$ cat config.mk
export PLATFORM = sky130hd
export DESIGN_NAME = line_edit_buffer_flat
export DESIGN_NICKNAME = d
export VERILOG_FILES = /design/src/rtl/leb_pkg.sv /design/src/rtl/leb_if.sv /design/src/rtl/leb_front.sv /design/src/rtl/leb_fifo.sv /design/src/rtl/leb_back.sv /design/src/rtl/line_edit_buffer.sv /design/src/flat_wrapper.sv
export SDC_FILE = /design/constraint.sdc
export NUM_CORES = 1
export LEC_CHECK = 0
export BUFFER_PORTS_ARGS = -buffer_cell sky130_fd_sc_hd__clkbuf_2
export CORE_MARGIN = 1
export CORE_UTILIZATION = 48
export DETAILED_ROUTE_END_ITERATION = 16
export PLACE_DENSITY = 0.61
export SLEW_MARGIN = 30
export SYNTH_ARGS = -nofsm -noshare
export SYNTH_HDL_FRONTEND = slang
export SYNTH_SLANG_ARGS = --single-unit
$ cat constraint.sdc
create_clock -name i_clk -period 7.6 [get_ports i_clk]
set_input_delay 0.76 -clock i_clk [delete_from_list [all_inputs] [get_ports i_clk]]
set_output_delay 0.76 -clock i_clk [all_outputs]
set_load 0.1 [all_outputs]
$ cat src/rtl/leb_pkg.sv
// shared constants, codes and types of the line edit buffer
`default_nettype none

package leb_pkg;

    // line store geometry
    localparam int LINE_CAPACITY = 64;
    localparam int ADDR_W        = $clog2(LINE_CAPACITY);
    localparam int LEN_W         = 7;

    // beat field widths
    localparam int MODE_W   = 3;
    localparam int CHAR_W   = 8;
    localparam int STATUS_W = 2;

    // command queue between front and back
    localparam int QUEUE_DEPTH = 2;
    localparam int QPTR_W      = $clog2(QUEUE_DEPTH);
    localparam int QCNT_W      = $clog2(QUEUE_DEPTH + 1);

    // key kinds as they arrive on the key channel
    typedef enum logic [MODE_W-1:0] {
        MODE_LEFT      = 3'd0,
        MODE_RIGHT     = 3'd1,
        MODE_DELETE    = 3'd2,
        MODE_HOME      = 3'd3,
        MODE_END       = 3'd4,
        MODE_BACKSPACE = 3'd5,
        MODE_CHAR      = 3'd6,
        MODE_ENTER     = 3'd7
    } t_mode;

    // status codes of a status beat
    typedef enum logic [STATUS_W-1:0] {
        ST_APPLIED = 2'd0,
        ST_IGNORED = 2'd1,
        ST_FULL    = 2'd2
    } t_status;

    // classified operations handed to the back end
    typedef enum logic [3:0] {
        OP_IGNORE,
        OP_LEFT,
        OP_RIGHT,
        OP_DELETE,
        OP_HOME,
        OP_END,
        OP_BACKSPACE,
        OP_CHAR,
        OP_ENTER
    } t_op;

    typedef struct packed {
        t_op               op;
        logic [CHAR_W-1:0] ch;
    } t_cmd;

    typedef struct packed {
        logic                kind;
        logic [CHAR_W-1:0]   char_value;
        logic                last;
        logic [LEN_W-1:0]    cursor_out;
        logic [LEN_W-1:0]    length_out;
        logic [STATUS_W-1:0] status;
    } t_res;

endpackage

`default_nettype wire

$ cat src/rtl/leb_if.sv
// key and result channel interfaces of the line edit buffer
`default_nettype none

interface leb_key_if;
    logic                        valid;
    logic                        ready;
    logic [leb_pkg::MODE_W-1:0]  mode;
    logic [leb_pkg::CHAR_W-1:0]  char_code;
    logic                        key_pressed;

    modport source (output valid, mode, char_code, key_pressed, input ready);
    modport sink   (input valid, mode, char_code, key_pressed, output ready);
endinterface

interface leb_res_if;
    logic                          valid;
    logic                          ready;
    logic                          kind;
    logic [leb_pkg::CHAR_W-1:0]    char_value;
    logic                          last;
    logic [leb_pkg::LEN_W-1:0]     cursor_out;
    logic [leb_pkg::LEN_W-1:0]     length_out;
    logic [leb_pkg::STATUS_W-1:0]  status;

    modport source (output valid, kind, char_value, last, cursor_out, length_out, status,
                    input ready);
    modport sink   (input valid, kind, char_value, last, cursor_out, length_out, status,
                    output ready);
endinterface

`default_nettype wire

$ cat src/rtl/leb_front.sv
// front end: takes key beats and classifies them into commands
`default_nettype none

module leb_front (
    input  logic           i_clk,
    input  logic           i_rst_n,
    leb_key_if.sink        i_key,
    output logic           o_cmd_valid,
    output leb_pkg::t_cmd  o_cmd,
    input  logic           i_cmd_ready
);

    logic          r_valid;
    leb_pkg::t_cmd r_cmd;
    leb_pkg::t_cmd n_cmd;
    logic          key_take;

    // one-entry stage, refilled as it drains
    assign i_key.ready = !r_valid || i_cmd_ready;
    assign key_take    = i_key.valid && i_key.ready;

    // classify the key: releases and empty characters do nothing
    always_comb begin
        n_cmd.ch = i_key.char_code;
        n_cmd.op = leb_pkg::OP_IGNORE;
        if (i_key.key_pressed) begin
            unique case (leb_pkg::t_mode'(i_key.mode))
                leb_pkg::MODE_LEFT:      n_cmd.op = leb_pkg::OP_LEFT;
                leb_pkg::MODE_RIGHT:     n_cmd.op = leb_pkg::OP_RIGHT;
                leb_pkg::MODE_DELETE:    n_cmd.op = leb_pkg::OP_DELETE;
                leb_pkg::MODE_HOME:      n_cmd.op = leb_pkg::OP_HOME;
                leb_pkg::MODE_END:       n_cmd.op = leb_pkg::OP_END;
                leb_pkg::MODE_BACKSPACE: n_cmd.op = leb_pkg::OP_BACKSPACE;
                leb_pkg::MODE_CHAR: begin
                    n_cmd.op = (i_key.char_code == '0) ? leb_pkg::OP_IGNORE
                                                       : leb_pkg::OP_CHAR;
                end
                leb_pkg::MODE_ENTER:     n_cmd.op = leb_pkg::OP_ENTER;
                default:                 n_cmd.op = leb_pkg::OP_IGNORE;
            endcase
        end
    end

    // command register
    always_ff @(posedge i_clk) begin
        if (!i_rst_n) begin
            r_valid <= 1'b0;
        end else if (key_take) begin
            r_valid <= 1'b1;
        end else if (i_cmd_ready) begin
            r_valid <= 1'b0;
        end
        if (key_take) begin
            r_cmd <= n_cmd;
        end
    end

    assign o_cmd_valid = r_valid;
    assign o_cmd       = r_cmd;

endmodule

`default_nettype wire

$ cat src/rtl/leb_fifo.sv
// short command queue between the front and back ends
`default_nettype none

module leb_fifo (
    input  logic           i_clk,
    input  logic           i_rst_n,
    input  logic           i_push_valid,
    input  leb_pkg::t_cmd  i_push_cmd,
    output logic           o_push_ready,
    output logic           o_pop_valid,
    output leb_pkg::t_cmd  o_pop_cmd,
    input  logic           i_pop_ready
);

    leb_pkg::t_cmd               r_mem [leb_pkg::QUEUE_DEPTH];
    logic [leb_pkg::QPTR_W-1:0]  r_wp;
    logic [leb_pkg::QPTR_W-1:0]  r_rp;
    logic [leb_pkg::QCNT_W-1:0]  r_count;
    logic                        push;
    logic                        pop;

    assign o_push_ready = (r_count != leb_pkg::QCNT_W'(leb_pkg::QUEUE_DEPTH));
    assign o_pop_valid  = (r_count != '0);
    assign o_pop_cmd    = r_mem[r_rp];
    assign push         = i_push_valid && o_push_ready;
    assign pop          = o_pop_valid && i_pop_ready;

    // pointers and fill count
    always_ff @(posedge i_clk) begin
        if (!i_rst_n) begin
            r_wp    <= '0;
            r_rp    <= '0;
            r_count <= '0;
        end else begin
            if (push) begin
                r_wp <= (r_wp == leb_pkg::QPTR_W'(leb_pkg::QUEUE_DEPTH - 1)) ? '0 : r_wp + 1'b1;
            end
            if (pop) begin
                r_rp <= (r_rp == leb_pkg::QPTR_W'(leb_pkg::QUEUE_DEPTH - 1)) ? '0 : r_rp + 1'b1;
            end
            unique case ({push, pop})
                2'b10:   r_count <= r_count + 1'b1;
                2'b01:   r_count <= r_count - 1'b1;
                default: r_count <= r_count;
            endcase
        end
    end

    // entries
    always_ff @(posedge i_clk) begin
        if (push) begin
            r_mem[r_wp] <= i_push_cmd;
        end
    end

endmodule

`default_nettype wire

$ cat src/rtl/leb_back.sv
// back end: line store, cursor, length and the shift and commit sequencer
`default_nettype none

module leb_back (
    input  logic           i_clk,
    input  logic           i_rst_n,
    input  logic           i_cmd_valid,
    input  leb_pkg::t_cmd  i_cmd,
    output logic           o_cmd_ready,
    leb_res_if.source      o_res
);

    typedef enum logic [1:0] {
        S_IDLE,
        S_SHIFT,
        S_DONE,
        S_COMMIT
    } t_state;

    // line store
    logic [leb_pkg::CHAR_W-1:0] r_mem [leb_pkg::LINE_CAPACITY];
    logic [leb_pkg::CHAR_W-1:0] r_rd_data;

    t_state                       r_state,     n_state;
    logic [leb_pkg::LEN_W-1:0]    r_cur,       n_cur;
    logic [leb_pkg::LEN_W-1:0]    r_len,       n_len;
    logic [leb_pkg::LEN_W-1:0]    r_cnt,       n_cnt;
    logic [leb_pkg::ADDR_W-1:0]   r_src,       n_src;
    logic [leb_pkg::ADDR_W-1:0]   r_wr_addr,   n_wr_addr;
    logic                         r_up,        n_up;
    logic                         r_pend,      n_pend;
    logic                         r_pend_last, n_pend_last;
    leb_pkg::t_op                 r_op,        n_op;
    logic [leb_pkg::CHAR_W-1:0]   r_ch,        n_ch;
    logic                         r_out_valid, n_out_valid;
    leb_pkg::t_res                r_out,       n_out;

    logic                         out_free;
    logic                         cmd_pop;
    logic                         rd_issue;
    logic                         beat_load;
    logic                         shift_end;
    logic                         char_wr;
    logic                         mem_we;
    logic [leb_pkg::ADDR_W-1:0]   mem_waddr;
    logic [leb_pkg::CHAR_W-1:0]   mem_wdata;
    logic                         emit_st;
    leb_pkg::t_status             st;

    assign out_free    = !r_out_valid || o_res.ready;
    assign o_cmd_ready = (r_state == S_IDLE) && out_free;
    assign cmd_pop     = o_cmd_ready && i_cmd_valid;
    assign beat_load   = (r_state == S_COMMIT) && r_pend && out_free;
    assign shift_end   = (r_state == S_SHIFT) && (r_cnt == '0) && !r_pend;
    assign char_wr     = shift_end && (r_op == leb_pkg::OP_CHAR);

    // one read a cycle; a commit read waits until the held character moves on
    always_comb begin
        unique case (r_state)
            S_SHIFT:  rd_issue = (r_cnt != '0);
            S_COMMIT: rd_issue = (r_cnt != '0) && (!r_pend || beat_load);
            default:  rd_issue = 1'b0;
        endcase
    end

    // write port: shifted entry, or the new character at the cursor
    assign mem_we    = ((r_state == S_SHIFT) && r_pend) || char_wr;
    assign mem_waddr = r_pend ? r_wr_addr : r_cur[leb_pkg::ADDR_W-1:0];
    assign mem_wdata = r_pend ? r_rd_data : r_ch;

    always_ff @(posedge i_clk) begin
        if (mem_we) begin
            r_mem[mem_waddr] <= mem_wdata;
        end
        if (rd_issue) begin
            r_rd_data <= r_mem[r_src];
        end
    end

    // sequencer next state
    always_comb begin
        n_state     = r_state;
        n_cur       = r_cur;
        n_len       = r_len;
        n_cnt       = r_cnt;
        n_src       = r_src;
        n_wr_addr   = r_wr_addr;
        n_up        = r_up;
        n_pend      = r_pend;
        n_pend_last = r_pend_last;
        n_op        = r_op;
        n_ch        = r_ch;
        n_out_valid = r_out_valid && !o_res.ready;
        n_out       = r_out;
        emit_st     = 1'b0;
        st          = leb_pkg::ST_APPLIED;

        unique case (r_state)
            S_IDLE: begin
                if (cmd_pop) begin
                    n_op = i_cmd.op;
                    n_ch = i_cmd.ch;
                    unique case (i_cmd.op)
                        leb_pkg::OP_IGNORE: begin
                            emit_st = 1'b1;
                            st      = leb_pkg::ST_IGNORED;
                        end
                        leb_pkg::OP_LEFT: begin
                            emit_st = 1'b1;
                            if (r_cur != '0) begin
                                n_cur = r_cur - 1'b1;
                            end else begin
                                st = leb_pkg::ST_IGNORED;
                            end
                        end
                        leb_pkg::OP_RIGHT: begin
                            emit_st = 1'b1;
                            if (r_cur < r_len) begin
                                n_cur = r_cur + 1'b1;
                            end else begin
                                st = leb_pkg::ST_IGNORED;
                            end
                        end
                        leb_pkg::OP_HOME: begin
                            emit_st = 1'b1;
                            n_cur   = '0;
                        end
                        leb_pkg::OP_END: begin
                            emit_st = 1'b1;
                            n_cur   = r_len;
                        end
                        leb_pkg::OP_DELETE: begin
                            if (r_cur >= r_len) begin
                                emit_st = 1'b1;
                                st      = leb_pkg::ST_IGNORED;
                            end else begin
                                n_cnt   = r_len - r_cur - 1'b1;
                                n_src   = r_cur[leb_pkg::ADDR_W-1:0] + 1'b1;
                                n_up    = 1'b0;
                                n_state = S_SHIFT;
                            end
                        end
                        leb_pkg::OP_BACKSPACE: begin
                            if (r_cur == '0) begin
                                emit_st = 1'b1;
                                st      = leb_pkg::ST_IGNORED;
                            end else begin
                                n_cnt   = r_len - r_cur;
                                n_src   = r_cur[leb_pkg::ADDR_W-1:0];
                                n_up    = 1'b0;
                                n_state = S_SHIFT;
                            end
                        end
                        leb_pkg::OP_CHAR: begin
                            if (r_len == leb_pkg::LEN_W'(leb_pkg::LINE_CAPACITY)) begin
                                emit_st = 1'b1;
                                st      = leb_pkg::ST_FULL;
                            end else begin
                                n_cnt   = r_len - r_cur;
                                n_src   = r_len[leb_pkg::ADDR_W-1:0] - 1'b1;
                                n_up    = 1'b1;
                                n_state = S_SHIFT;
                            end
                        end
                        leb_pkg::OP_ENTER: begin
                            n_cur = '0;
                            if (r_len == '0) begin
                                emit_st = 1'b1;
                            end else begin
                                n_cnt   = r_len;
                                n_src   = '0;
                                n_len   = '0;
                                n_state = S_COMMIT;
                            end
                        end
                        default: begin
                            emit_st = 1'b1;
                            st      = leb_pkg::ST_IGNORED;
                        end
                    endcase
                end
            end

            // move the tail one entry per cycle, read one ahead of the write
            S_SHIFT: begin
                n_pend = rd_issue;
                if (rd_issue) begin
                    n_src     = r_up ? r_src - 1'b1 : r_src + 1'b1;
                    n_wr_addr = r_up ? r_src + 1'b1 : r_src - 1'b1;
                    n_cnt     = r_cnt - 1'b1;
                end
                if (shift_end) begin
                    unique case (r_op)
                        leb_pkg::OP_DELETE: begin
                            n_len = r_len - 1'b1;
                        end
                        leb_pkg::OP_BACKSPACE: begin
                            n_cur = r_cur - 1'b1;
                            n_len = r_len - 1'b1;
                        end
                        leb_pkg::OP_CHAR: begin
                            n_cur = r_cur + 1'b1;
                            n_len = r_len + 1'b1;
                        end
                        default: begin
                            n_len = r_len;
                        end
                    endcase
                    n_state = S_DONE;
                end
            end

            // status beat after an edit
            S_DONE: begin
                if (out_free) begin
                    emit_st = 1'b1;
                    n_state = S_IDLE;
                end
            end

            // stream the committed line, one character beat per cycle while the result sink takes them
            S_COMMIT: begin
                n_pend = rd_issue || (r_pend && !beat_load);
                if (rd_issue) begin
                    n_src       = r_src + 1'b1;
                    n_cnt       = r_cnt - 1'b1;
                    n_pend_last = (r_cnt == leb_pkg::LEN_W'(1));
                end
                if (beat_load) begin
                    n_out_valid      = 1'b1;
                    n_out.kind       = 1'b1;
                    n_out.char_value = r_rd_data;
                    n_out.last       = r_pend_last;
                    n_out.cursor_out = '0;
                    n_out.length_out = '0;
                    n_out.status     = leb_pkg::ST_APPLIED;
                end
                if ((r_cnt == '0) && !r_pend) begin
                    n_state = S_IDLE;
                end
            end

            default: begin
                n_state = S_IDLE;
            end
        endcase

        // status beat carries the state after the step
        if (emit_st) begin
            n_out_valid      = 1'b1;
            n_out.kind       = 1'b0;
            n_out.char_value = '0;
            n_out.last       = 1'b1;
            n_out.cursor_out = n_cur;
            n_out.length_out = n_len;
            n_out.status     = st;
        end
    end

    // state and registered outputs
    always_ff @(posedge i_clk) begin
        if (!i_rst_n) begin
            r_state     <= S_IDLE;
            r_cur       <= '0;
            r_len       <= '0;
            r_cnt       <= '0;
            r_pend      <= 1'b0;
            r_out_valid <= 1'b0;
        end else begin
            r_state     <= n_state;
            r_cur       <= n_cur;
            r_len       <= n_len;
            r_cnt       <= n_cnt;
            r_pend      <= n_pend;
            r_out_valid <= n_out_valid;
        end
        r_src       <= n_src;
        r_wr_addr   <= n_wr_addr;
        r_up        <= n_up;
        r_pend_last <= n_pend_last;
        r_op        <= n_op;
        r_ch        <= n_ch;
        r_out       <= n_out;
    end

    assign o_res.valid      = r_out_valid;
    assign o_res.kind       = r_out.kind;
    assign o_res.char_value = r_out.char_value;
    assign o_res.last       = r_out.last;
    assign o_res.cursor_out = r_out.cursor_out;
    assign o_res.length_out = r_out.length_out;
    assign o_res.status     = r_out.status;

    // cursor stays within the line
    a_cur_in_line: assert property (@(posedge i_clk) disable iff (!i_rst_n)
        r_cur <= r_len)
        else $error("cursor beyond line length");

    // line never exceeds the store
    a_len_cap: assert property (@(posedge i_clk) disable iff (!i_rst_n)
        r_len <= leb_pkg::LEN_W'(leb_pkg::LINE_CAPACITY))
        else $error("line length beyond capacity");

    // shift never reads and writes the same entry in one cycle
    a_no_rw_clash: assert property (@(posedge i_clk) disable iff (!i_rst_n)
        (r_state == S_SHIFT && r_pend && rd_issue) |-> (r_wr_addr != r_src))
        else $error("shift read and write collide");

    // a commit runs with the line already cleared
    a_commit_cleared: assert property (@(posedge i_clk) disable iff (!i_rst_n)
        (r_state == S_COMMIT) |-> (r_len == '0 && r_cur == '0))
        else $error("commit with line not cleared");

    // a finished shift always reports its status next
    a_shift_to_done: assert property (@(posedge i_clk) disable iff (!i_rst_n)
        shift_end |=> (r_state == S_DONE))
        else $error("shift did not finish into status");

endmodule

`default_nettype wire

$ cat src/rtl/line_edit_buffer.sv
// top level of the line edit buffer
`default_nettype none

// Console line editor: one key beat in, one status beat out, or on enter with a
// non-empty line one character beat per stored character, the final one marked
// last. Cursor moves, home, end, releases and rejected keys present their status
// beat once the key has passed the front command register, the command queue and
// the back end's result register. Insert, delete and backspace move the tail of
// the line one entry per cycle through the single-write line memory, so their
// status beat is registered only after the last entry has moved. Enter presents
// the first character beat once it has been read from the line memory, and then
// streams one character per cycle, slowed only by the result sink. Keys are
// decoded and queued ahead of the editing engine, so up to three keys can be
// taken while an edit is still under way. The line memory is not cleared at
// reset; only entries inside the line are ever read.
module line_edit_buffer (
    input  logic      i_clk,
    input  logic      i_rst_n,
    leb_key_if.sink   i_key,
    leb_res_if.source o_res
);

    logic          front_valid;
    leb_pkg::t_cmd front_cmd;
    logic          front_ready;
    logic          queue_valid;
    leb_pkg::t_cmd queue_cmd;
    logic          queue_ready;

    leb_front u_front (
        .i_clk       (i_clk),
        .i_rst_n     (i_rst_n),
        .i_key       (i_key),
        .o_cmd_valid (front_valid),
        .o_cmd       (front_cmd),
        .i_cmd_ready (front_ready)
    );

    leb_fifo u_fifo (
        .i_clk        (i_clk),
        .i_rst_n      (i_rst_n),
        .i_push_valid (front_valid),
        .i_push_cmd   (front_cmd),
        .o_push_ready (front_ready),
        .o_pop_valid  (queue_valid),
        .o_pop_cmd    (queue_cmd),
        .i_pop_ready  (queue_ready)
    );

    leb_back u_back (
        .i_clk       (i_clk),
        .i_rst_n     (i_rst_n),
        .i_cmd_valid (queue_valid),
        .i_cmd       (queue_cmd),
        .o_cmd_ready (queue_ready),
        .o_res       (o_res)
    );

endmodule

`default_nettype wire

$ cat src/flat_wrapper.sv
// flat-port wrapper written by rule: the top's interface ports become plain ports
module line_edit_buffer_flat 
  (i_clk, i_rst_n, i_key_valid, i_key_mode, i_key_char_code, i_key_key_pressed, i_key_ready, o_res_valid, o_res_kind, o_res_char_value, o_res_last, o_res_cursor_out, o_res_length_out, o_res_status, o_res_ready);
  leb_key_if i_key_i ();
  leb_res_if o_res_i ();
  input  logic i_clk;
  input  logic i_rst_n;
  input wire logic [$bits(i_key_i.valid)-1:0] i_key_valid;
  input wire logic [$bits(i_key_i.mode)-1:0] i_key_mode;
  input wire logic [$bits(i_key_i.char_code)-1:0] i_key_char_code;
  input wire logic [$bits(i_key_i.key_pressed)-1:0] i_key_key_pressed;
  output wire logic [$bits(i_key_i.ready)-1:0] i_key_ready;
  output wire logic [$bits(o_res_i.valid)-1:0] o_res_valid;
  output wire logic [$bits(o_res_i.kind)-1:0] o_res_kind;
  output wire logic [$bits(o_res_i.char_value)-1:0] o_res_char_value;
  output wire logic [$bits(o_res_i.last)-1:0] o_res_last;
  output wire logic [$bits(o_res_i.cursor_out)-1:0] o_res_cursor_out;
  output wire logic [$bits(o_res_i.length_out)-1:0] o_res_length_out;
  output wire logic [$bits(o_res_i.status)-1:0] o_res_status;
  input wire logic [$bits(o_res_i.ready)-1:0] o_res_ready;
  assign i_key_i.valid = i_key_valid;
  assign i_key_i.mode = i_key_mode;
  assign i_key_i.char_code = i_key_char_code;
  assign i_key_i.key_pressed = i_key_key_pressed;
  assign i_key_ready = i_key_i.ready;
  assign o_res_valid = o_res_i.valid;
  assign o_res_kind = o_res_i.kind;
  assign o_res_char_value = o_res_i.char_value;
  assign o_res_last = o_res_i.last;
  assign o_res_cursor_out = o_res_i.cursor_out;
  assign o_res_length_out = o_res_i.length_out;
  assign o_res_status = o_res_i.status;
  assign o_res_i.ready = o_res_ready;
  line_edit_buffer u_core (.i_clk(i_clk), .i_rst_n(i_rst_n), .i_key(i_key_i), .o_res(o_res_i));
endmodule
# Yosys cells after proc, flatten, opt, wreduce, memory -nomap -nowiden
# Memories as Yosys holds them, arrays and structs flattened. A register that Yosys moved wholly into a read port is not among the register bits.
# Index checks and enable logic that the tools add are counted.
# classes
n_addsub	15
magnitude_cmp	2
eq_ne	41
mux	85
n_reduce_logical	54
# ops
cell	n
$mux 7	14
$pmux 7 s2	5
$mux 6	10
$pmux 7 s4	2
$mux 16	3
$pmux 4 s8	1
$sub 7x1->7 const B	4
$mux 1	26
$eq 4x3->1 const B	6
$pmux 6 s4	1
$mux 2	11
$logic_not 7->1	3
$pmux 6 s3	1
$reduce_and 9->1	2
$ne 2x2->1 const B	8
$pmux 2 s4	2
$add 7x1->7 const B	2
$logic_and 1x1->1	14
$reduce_bool 2->1	7
$reduce_bool 7->1	2
$add 6x1->6 const B	2
$eq 3x3->1 const B	4
$eq 4x2->1 const B	3
$ne 3x3->1 const B	4
35 further kinds	60
# word_totals
register_bits	94
ramBits	536
in_bits	16
out_inout_bits	28
wordCells	223
n_memories	2
# mem_list
memory	depth	word_bits	rd	rd_ports_with_merged_regs	wr	line_no	text
u_core.u_back.r_mem	64	8	1	1	1	leb_back.sv:21	logic [leb_pkg::CHAR_W-1:0] r_mem [leb_pkg::LINE_CAPACITY];
u_core.u_fifo.r_mem	2	12	1	1	1	leb_fifo.sv:15	leb_pkg::t_cmd r_mem [leb_pkg::QUEUE_DEPTH];

# Longest topological paths before layout
# Gate-level depths: netlist (run 1).
# depth
ltp_word	8
mapped_depth	12
ltp_nobuf	12

# By module
# From an unflattened synthesis (run 1), not the netlist that was laid out.
# hier_totals
cells_unflattened	1531
area_unflattened_um2	26770.7
# modules_own_cells
module	n_inst	cells_each	area_per_inst_um2	seq_area_each_um2
leb_back	1	1439	25165.4	17576.9
leb_fifo	1	61	1096.1	820.8
leb_front	1	31	509.2	380.4

# Least setup slack after synthesis (run 1)
# OpenSTA, ideal clock, no wires.
# synth_timing
path_kind	register to register
start	reg u_core.u_back.r_cur[2] (netlist name)
end	reg u_core.u_back.r_out (netlist bit u_core.u_back.o_res.cursor_out[0]) (enable)
setup_ps	397
arrival_ps	2893
required_ps	7203
setup_slack_ps	4311
stages_incl_launch_ff	11
n_path_buf	1
synth_period_minus_slack_ps	3289
cell_sequence	dfxtp_1 -> buf_1 -> inv_1 -> ha_1 -> nand4_1 -> or2_2 -> o211ai_1 -> a32oi_2 -> nand2_1 -> a22oi_1 -> a22oi_1
# synth_via
elab_chain_len	7
word_cells_on_any_way	10
classes_between	order compare (1); mux (5); reduce/logical (4)
# synth_lines
item	line_no	text
start, declared	leb_back.sv:25	logic [leb_pkg::LEN_W-1:0] r_cur, n_cur;
start signal, assigned	leb_back.sv:271	r_cur <= n_cur;
$ge 7x7->1 / $logic_not 7->1 (equally long branches)	leb_back.sv:133, leb_back.sv:144	
$mux 1 (on tied branches)	leb_back.sv:133, leb_back.sv:144	
$pmux 1 s4 (*)	leb_back.sv:103	unique case (i_cmd.op)
$mux 1 (*)	leb_back.sv:100	if (cmd_pop) begin
$pmux 1 s2 (*)	leb_back.sv:98	unique case (r_state)
$reduce_bool 2->1 (no line)	--	
$reduce_and 2->1 (no line) (*)	--	
end signal, assigned	leb_back.sv:283	r_out <= n_out;
end, declared	leb_back.sv:36	leb_pkg::t_res r_out, n_out;
# Every way passes the cells marked *; elsewhere a longest branch is shown, timed or not.
# A chain may end at the register's enable or synchronous reset.

# Worst setup path in the final report (run 1)
# layout_timing
start	reg u_core.u_back.r_state[0]
end	reg u_core.u_back.r_cnt[3] (netlist name)
# layout_via
elab_chain_len	8
word_cells_on_any_way	21
classes_between	eq/ne (9); mux (2); reduce/logical (10)
# layout_lines
item	line_no	text
start, declared	leb_back.sv:24	t_state r_state, n_state;
start signal, assigned	leb_back.sv:270	r_state <= n_state;
$eq 2x2->1	leb_back.sv:53, leb_back.sv:59	
$logic_and 1x1->1 (2 in series)	leb_back.sv:53	assign beat_load = (r_state == S_COMMIT) && r_pend && out_free;
$logic_or 1x1->1	leb_back.sv:61	S_COMMIT: rd_issue = (r_cnt != '0) && (!r_pend || beat_load);
$logic_and 1x1->1	leb_back.sv:61	
$pmux 1 s2 (*)	leb_back.sv:59	unique case (r_state)
via u_core.u_back.rd_issue	leb_back.sv:40	logic rd_issue;
$ne 2x1->1 (no line) (*)	--	
$reduce_and 8->1 (no line) (*)	--	
end signal, assigned	leb_back.sv:273	r_cnt <= n_cnt;
end, declared	leb_back.sv:27	logic [leb_pkg::LEN_W-1:0] r_cnt, n_cnt;
# The timed path passes the listed nets; every way through them passes the cells marked *.

==> metrics.csv, run 1 <==
stage;metric;value;unit
run_status;status;completed;
power_and_ir_drop;ir_drop;298;µV
floorplanning;die-height;240;µm
layout;area.growth.synth_to_final;11.4;%
sta;final_period_minus_worst_setup_slack;3.76;ns
critical_path;critical-path-slowest-cell;sky130_fd_sc_hd__a211oi_2;
synthesis;ys_ff_latch;639;
placement;place_hpwl;39900;µm
sta;setup-violations-final;0;
power_and_ir_drop;static-leakage-power;9.76;nW
synthesis;yosysWarningCount;0;
critical_path;cell_mode_on_critical_path;sky130_fd_sc_hd__nor2_1;
detailed_routing;wl;63500;µm
detailed_routing;drtIter0Drc;1426;
job;timing.max_cap.violations;0;
floorplanning;num_io_pins;44;
detailed_routing;drc;0;
critical_path;worst_setup_path_startpoint;u_core.u_back.r_state[0];
detailed_routing;dr_total_vias;14772;
synthesis;ys_types;82;
clock_network;cts_max_level;3;
synthesis;ys_async_sr_fraction;0;%
global_route;first_global_vias;14870;
critical_path;worstPathCellList;ha_1 -> nor2_1 -> a211oi_2 -> a21oi_1 -> nor2_1 -> a31oi_2 -> a311o_1 -> a21boi_1;
detailed_routing;wire_per_inst;25.6;µm
synthesis;syn-num-nets;1672;
sta;fin_crit_sh;49.5;%
synthesis;synth_sequential_area_ratio;68.9;%
global_route;antenna_found_initial;1;
critical_path;critPathLaunchType;register;
placement;port-buffer-count;43;
global_route;globalRouteOverflowTotal;0;
layout;finalCoreUtilization;54.6;%
critical_path;cp.required;8.14;ns
min_path;timing.hold.worst.start;i_key_char_code[4];
global_route;track_usage;22.6;%
clock_network;clkSinkCount;639;
detailed_routing;post_drt_via_cell_ratio;5.96;
sta;fin_skew;0.0260;ns
layout;fill_cells;4394;
critical_path;timing.rr.start;u_core.u_back.r_state[0];
floorplanning;die-width;240;µm
clock_network;cts-buffers-inserted;67;
critical_path;cp.arrival;4.30;ns
synthesis;post_synthesis_cell_type_with_the_largest_combined_area;sky130_fd_sc_hd__edfxtp_1;
clock_network;tritoncts;yes;
synthesis;synthesis.area_per_instance;16.7;µm²
critical_path;count_of_buffer_and_inverter_cells_on_the_critical_path;0;
floorplanning;core;55600;µm²
global_route;grt_pass1_wl;95200;µm
sta;timing.slew.headroom;34.5;%
min_path;worstHoldPathType;input port to register;
layout;register_area;18800;µm²
clock_network;clk_pin_slew_worst_paths;0.06;ns
power_and_ir_drop;pwr_density_cell;364;nW/µm²
critical_path;critical-path-max-stage-delay;0.91;ns
clock_network;clk-insertion-delay-late;0.62;ns
detailed_routing;firstDrtPassIters;5;
synthesis;synth_enable_flop_cells;598;
clock_network;cts-resized-gates;0;
synthesis;syn_area;27300;µm²
layout;most-common-layout-cells;598 x sky130_fd_sc_hd__edfxtp_1, 150 x sky130_fd_sc_hd__mux4_2, 133 x sky130_fd_sc_hd__nor2_1, 85 x sky130_fd_sc_hd__nand2_1, 68 x sky130_fd_sc_hd__clkbuf_16;
sta;setup-tns-final;0;ns
floorplanning;cell_row_count;86;
placement;gp_congestion;0.905;
critical_path;setup.worst_path.class;register to register;
clock_network;holdBufCountCts;0;
critical_path;critical_path_fanout_max;21;
sta;hold_viol;0;
layout;drive_above_1_share;20.8;%
clock_network;cts_max_path_buffers;3;
layout;finalNetCount;1723;
synthesis;cell_types_occupying_the_most_area_after_synthesis;sky130_fd_sc_hd__edfxtp_1 66%, sky130_fd_sc_hd__mux4_2 12%, sky130_fd_sc_hd__dfxtp_1 3.0%;
synthesis;postSynthCellCount;1628;
layout;diodes;0;
synthesis;synth_top_flop_cell;sky130_fd_sc_hd__edfxtp_1;
layout;mostFrequentLayoutCell;sky130_fd_sc_hd__edfxtp_1;
floorplanning;initial_utilization;49.0;%
detailed_routing;route.antenna.remaining_nets;0;
clock_network;cts_post_setup_buffers_inserted;0;
sta;timing_worst_slew_pin_value;0.979;ns
critical_path;critPathTopFamily;compound AO/OA/AOI/OAI gates;
clock_network;cts-root-buf;sky130_fd_sc_hd__clkbuf_16;
sta;fmax;266;MHz
global_route;maximum_number_of_pins_on_one_net_before_global_route_repair;135;
layout;multi_input_comb_area;7970;µm²
floorplanning;die-area;57700;µm²
critical_path;critPathCaptureType;register;
sta;slew_viol_final;0;
synthesis;yosys.area.top_type_share;65.9;%
sta;rsz0062_at_grt;no;
## where the power goes
part	switching, mW	internal, mW	leakage, nW
Clock	1.37	1.85	1.03
Combinational	2.17	1.10	2.98
Sequential	0.110	4.46	5.74
Total	3.65	7.40	9.76
## final timing paths
path / cells past startpoint / slack (ns) / end
worst max-delay path: 8 / 3.84 / u_core.u_back.r_cnt[3]
worst max register to register: 8 / 3.84 / u_core.u_back.r_cnt[3]
worst min register to register: 0 / 0.46 / u_core.u_fifo.r_mem[1][8]
worst min-delay path: 1 / 0.35 / u_core.u_front.o_cmd[4]
## kinds of logic after synthesis
kind of cell | share of synthesized area, %
compound gates | 6.22
xor+xnor | 0.996
fa+ha+maj | 1.34
buf+inv | 1.97
flops | 68.9
mux | 14.3
simple gates | 6.22
## stage by stage
stage / power [mW] / hold slack, ns / setup WS (ns) / area [µm²] / cells
2_1_floorplan: 6.92 / 0.421 / 4.31 / 27300 / 1628
3_5_place_dp: 7.94 / 0.445 / 3.70 / 28200 / 2357
5_1_grt: 11.5 / 0.326 / 3.57 / 30400 / 2477
6_report: 11.0 / 0.348 / 3.84 / 30400 / 2477
3_3_place_gp: 7.88 / 0.431 / 3.84 / 28200 / 2356
4_1_cts: 11.2 / 0.309 / 3.69 / 30400 / 2476
## synth_stat cells (9+ instances only)
cell type and count:
sky130_fd_sc_hd__a21oi_1 67, sky130_fd_sc_hd__a221oi_1 11, sky130_fd_sc_hd__a22oi_1 15, sky130_fd_sc_hd__a31oi_1 9
sky130_fd_sc_hd__and2_1 16, sky130_fd_sc_hd__buf_2 25, sky130_fd_sc_hd__clkbuf_1 40, sky130_fd_sc_hd__dfxtp_1 41
sky130_fd_sc_hd__edfxtp_1 598, sky130_fd_sc_hd__ha_1 26, sky130_fd_sc_hd__inv_1 35, sky130_fd_sc_hd__mux2_2 23
sky130_fd_sc_hd__mux2i_1 26, sky130_fd_sc_hd__mux4_2 150, sky130_fd_sc_hd__nand2_1 85, sky130_fd_sc_hd__nand2b_1 9
sky130_fd_sc_hd__nand3_1 15, sky130_fd_sc_hd__nor2_1 136, sky130_fd_sc_hd__nor2b_1 12, sky130_fd_sc_hd__nor3_1 20
sky130_fd_sc_hd__o21a_1 9, sky130_fd_sc_hd__o21ai_0 48, sky130_fd_sc_hd__o22ai_1 10, sky130_fd_sc_hd__or2_2 12
sky130_fd_sc_hd__xnor2_1 26
## registers in the layout, summed over array words and instances, names as in the netlist, 2 cells and up, named ones only
| name | count |
|---|---|
| u_core.u_back.r_wr_addr | 6 |
| u_core.u_back.r_op | 4 |
| u_core.u_fifo.r_count | 2 |
| u_core.u_back.r_cur | 7 |
| u_core.u_back.r_state | 2 |
| u_core.u_back.r_rd_data | 8 |
| u_core.u_back.r_ch | 8 |
| u_core.u_back.r_len | 7 |
| u_core.u_back.o_res.status | 2 |
| u_core.u_back.r_mem | 512 |
| u_core.u_front.o_cmd | 12 |
| u_core.u_back.o_res.length_out | 7 |
| u_core.u_fifo.r_mem | 24 |
| u_core.u_back.r_src | 6 |
| u_core.u_back.r_cnt | 7 |
| u_core.u_back.o_res.char_value | 8 |
| u_core.u_back.o_res.cursor_out | 7 |
## cell type report
class,instances,share of cell area (%)
clock inverter,34,1.22
sequential,639,61.8
timing repair buffer,63,1.27
multi-input combinational,868,26.2
inverter,40,0.494
tap,748,3.08
clock buffer,85,5.85
## routing by layer
layer  wire, µm  global-route usage (%)  share of wire (%)  up-vias
li1           -                       -                  -     6590
met1      27400                    31.7                 43     7611
met2      30800                    36.2                 48      454
met3       3420                    3.73                5.4      117
met4       1860                    7.55                2.9        0
met5          0                       0                  0        -
No activity file was read; power rests on OpenSTA's default activity.
==> inputs of run 2 (changes only) <==
- clock period: 7.6 -> 3.5 ns (I/O delays scaled with it)
==> run 2 against run 1 <==
  * Setup slack got worse by 3.6 ns
  * Sequential cell count stayed put
  * Non-clock buffer count increased by 100
  * Core utilization increased by 1.6 points
  * Largest power group unchanged
  * Highest routed layer is now met5
==> metrics.csv, run 2 (synthesized netlist as in run 1, its figures left out) <==
stage;metric;value;unit;change
layout;register_area;18800;µm²;unchanged
detailed_routing;wire_per_inst;25.3;µm;-1.1%
clock_network;clk_pin_slew_worst_paths;0.06;ns;about the same
job;timing.max_cap.violations;0;;unchanged
floorplanning;die-area;57700;µm²;unchanged
global_route;antenna_found_initial;2;;+1
floorplanning;cell_row_count;86;;unchanged
layout;area.growth.synth_to_final;14.6;%;
run_status;status;completed;;
global_route;grt_pass1_wl;98800;µm;+3.8%
critical_path;rrSetupSlack;0.27;ns;-3.57 ns
min_path;worstHoldPathType;input port to register;;
global_route;maximum_number_of_pins_on_one_net_before_global_route_repair;65;;-52%
sta;rsz0062_at_grt;no;;
power_and_ir_drop;ir_drop;663;µV;+120%
critical_path;cp.arrival;3.68;ns;-0.62 ns
power_and_ir_drop;static-leakage-power;10.3;nW;+5.8%
detailed_routing;firstDrtPassIters;7;;+2
power_and_ir_drop;internal_dissipation;16.2;mW;+120%
power_and_ir_drop;power.share.switching;32.9;%;-0.10 points
critical_path;worst_setup_path_endpoint;u_core.u_back.o_res.cursor_out[3];;
layout;fill_cells;4315;;-1.8%
sta;fmax;310;MHz;+16%
placement;port-buffer-count;43;;unchanged
sta;fin_crit_sh;92.3;%;+43 points
critical_path;reg2reg_depth;9;;+1
detailed_routing;wl;65400;µm;+2.9%
floorplanning;initial_utilization;49.0;%;unchanged
floorplanning;num_io_pins;44;;unchanged
clock_network;cts-buffers-inserted;68;;+1.5%
clock_network;cts_post_setup_buffers_inserted;0;;unchanged
layout;largest-register;u_core.u_back.r_mem;;
sta;setup-violations-final;0;;unchanged
critical_path;worst_setup_path_startpoint;u_core.u_back.r_cur[5];;
critical_path;worstPathCellList;inv_1 -> ha_1 -> a21o_1 -> a221o_1 -> a31o_2 -> a21oi_1 -> o21a_1 -> o21ai_0 -> a21oi_1;;
critical_path;r2r_end;u_core.u_back.o_res.cursor_out[3];;
clock_network;cts_max_level;3;;unchanged
clock_network;clkSinkCount;639;;unchanged
clock_network;tritoncts;yes;;
sta;final_hold_slack;0.0841;ns;-0.264 ns
detailed_routing;post_drt_via_cell_ratio;5.94;;-0.48%
critical_path;critical-path-max-stage-delay;0.48;ns;-0.43 ns
critical_path;critical-path-slowest-cell;sky130_fd_sc_hd__ha_1;;
detailed_routing;drtIter0Drc;1633;;+15%
floorplanning;core;55600;µm²;unchanged
clock_network;clk-insertion-delay-late;0.62;ns;about the same
sta;fin_skew;0.0255;ns;-0.000503 ns
sta;slew_viol_final;0;;unchanged
sta;timing_worst_slew_pin_value;0.891;ns;-0.0879 ns
critical_path;setup.worst_path.class;register to register;;
sta;hold_viol;0;;unchanged
placement;gp_congestion;0.916;;+1.2%
power_and_ir_drop;pwr_density_cell;775;nW/µm²;+110%
clock_network;cts-root-buf;sky130_fd_sc_hd__clkbuf_16;;
critical_path;cp.required;3.95;ns;-4.19 ns
layout;layout.cells.non_filler;2578;;+4.1%
global_route;globalRouteOverflowTotal;0;;unchanged
detailed_routing;route.antenna.remaining_nets;0;;unchanged
placement;place_hpwl;42800;µm;+7.2%
critical_path;critical_path_fanout_max;10;;-52%
detailed_routing;dr_total_vias;15301;;+3.6%
global_route;track_usage;23.5;%;+0.85 points
global_route;first_global_vias;15389;;+3.5%
layout;mostFrequentLayoutCell;sky130_fd_sc_hd__edfxtp_1;;
sta;final_period_minus_worst_setup_slack;3.23;ns;-0.531 ns
detailed_routing;drc;0;;unchanged
critical_path;critPathLaunchType;register;;
critical_path;critPathCaptureType;register;;
power_and_ir_drop;switching_power;7.97;mW;+120%
layout;multi_input_comb_area;7970;µm²;about the same
layout;diodes;0;;unchanged
clock_network;cts_max_path_buffers;3;;unchanged
placement;placed_cells_incl_taps;2448;;+3.9%
sta;setup-tns-final;0;ns;unchanged
layout;largest_register_ffs;512;;unchanged
layout;finalNetCount;1824;;+5.9%
critical_path;cell_mode_on_critical_path;sky130_fd_sc_hd__a21oi_1;;
power_and_ir_drop;clock_power_share;28.9;%;-0.2 points
floorplanning;die-height;240;µm;unchanged
sta;timing.slew.headroom;40.6;%;+6.1 points
layout;drive_above_1_share;24.6;%;+3.8 points
power_and_ir_drop;fin_total_pwr;24.2;mW;+120%
layout;most-common-layout-cells;598 x sky130_fd_sc_hd__edfxtp_1, 150 x sky130_fd_sc_hd__mux4_2, 135 x sky130_fd_sc_hd__nor2_1, 102 x sky130_fd_sc_hd__buf_4, 85 x sky130_fd_sc_hd__nand2_1;;
power_and_ir_drop;combinational_fraction_of_design_power;29.9;%;+0.3 points
floorplanning;die-width;240;µm;unchanged
power_and_ir_drop;seq_power_share;41.2;%;about the same
critical_path;timing.rr.start;u_core.u_back.r_cur[5];;
-- run 2: power by group through the flow --
| stage | sequential [mW] | combinational [mW] | clock, mW |
|---|---|---|---|
| after floorplan | 10.7 | 4.32 | 0 |
| after global placement | 10.1 | 7.22 | 0 |
| after detailed placement | 10.1 | 7.31 | 0 |
| after CTS | 9.96 | 7.33 | 7.12 |
| after global routing | 10.0 | 7.74 | 7.41 |
| final | 9.96 | 7.25 | 7.00 |
-- run 2: worst max-delay path: cells and delay by family, from the launching register on --
kind | cells | cell delay (ns)
AO/OA/AOI/OAI | 7 | 1.88
buffers and inverters | 1 | 0.26
flip-flops | 1 | 0.46
adder cells (fa/ha/maj) | 1 | 0.48
-- run 2: through the flow --
step / worst slack [ns] / util, % / cell area, µm²
6_report: 0.270 / 56.1 / 31200
5_1_grt: 0.117 / 56.1 / 31200
3_5_place_dp: 0.361 / 52.1 / 29000
3_3_place_gp: 0.300 / 52.0 / 29000
2_1_floorplan: 0.211 / - / 27300
4_1_cts: 0.333 / 56.1 / 31200
-- run 2: worst min path at each step --
stage                             startpoint                         end  slack, ns  depth (start not counted)
global route                   i_key_mode[0]     u_core.u_front.o_cmd[8]       0.07                          2
floorplan            u_core.u_front.o_cmd[0]   u_core.u_fifo.r_mem[0][0]       0.42                          0
finish                         i_key_mode[0]     u_core.u_front.o_cmd[8]       0.08                          2
CTS                            i_key_mode[0]     u_core.u_front.o_cmd[8]       0.05                          2
detailed placement   u_core.u_front.o_cmd[1]   u_core.u_fifo.r_mem[1][1]       0.44                          0
global placement    u_core.u_front.o_cmd[11]  u_core.u_fifo.r_mem[0][11]       0.43                          0
-- run 2: timing repair --
action / in CTS / in global routing
hold endpoints to repair: 9 / 0
gates resized for setup: 0 / 0
hold buffers: 9 / 0
-- run 2: area by class of cell --
cell class	count	share of cell area, %
timing repair buffer	163	3.96
clock inverter	35	1.07
tap	748	3.00
clock buffer	85	5.85
multi-input combinational	868	25.5
sequential	639	60.1
inverter	40	0.481
-- run 2: per-layer routing --
layer	up-vias	GRT usage, %	share of wire [%]
met5	-	0	0.020
met4	2	7.99	3.0
met3	123	3.89	5.6
met2	528	37.8	49
met1	7859	32.6	43
li1	6789	-	-
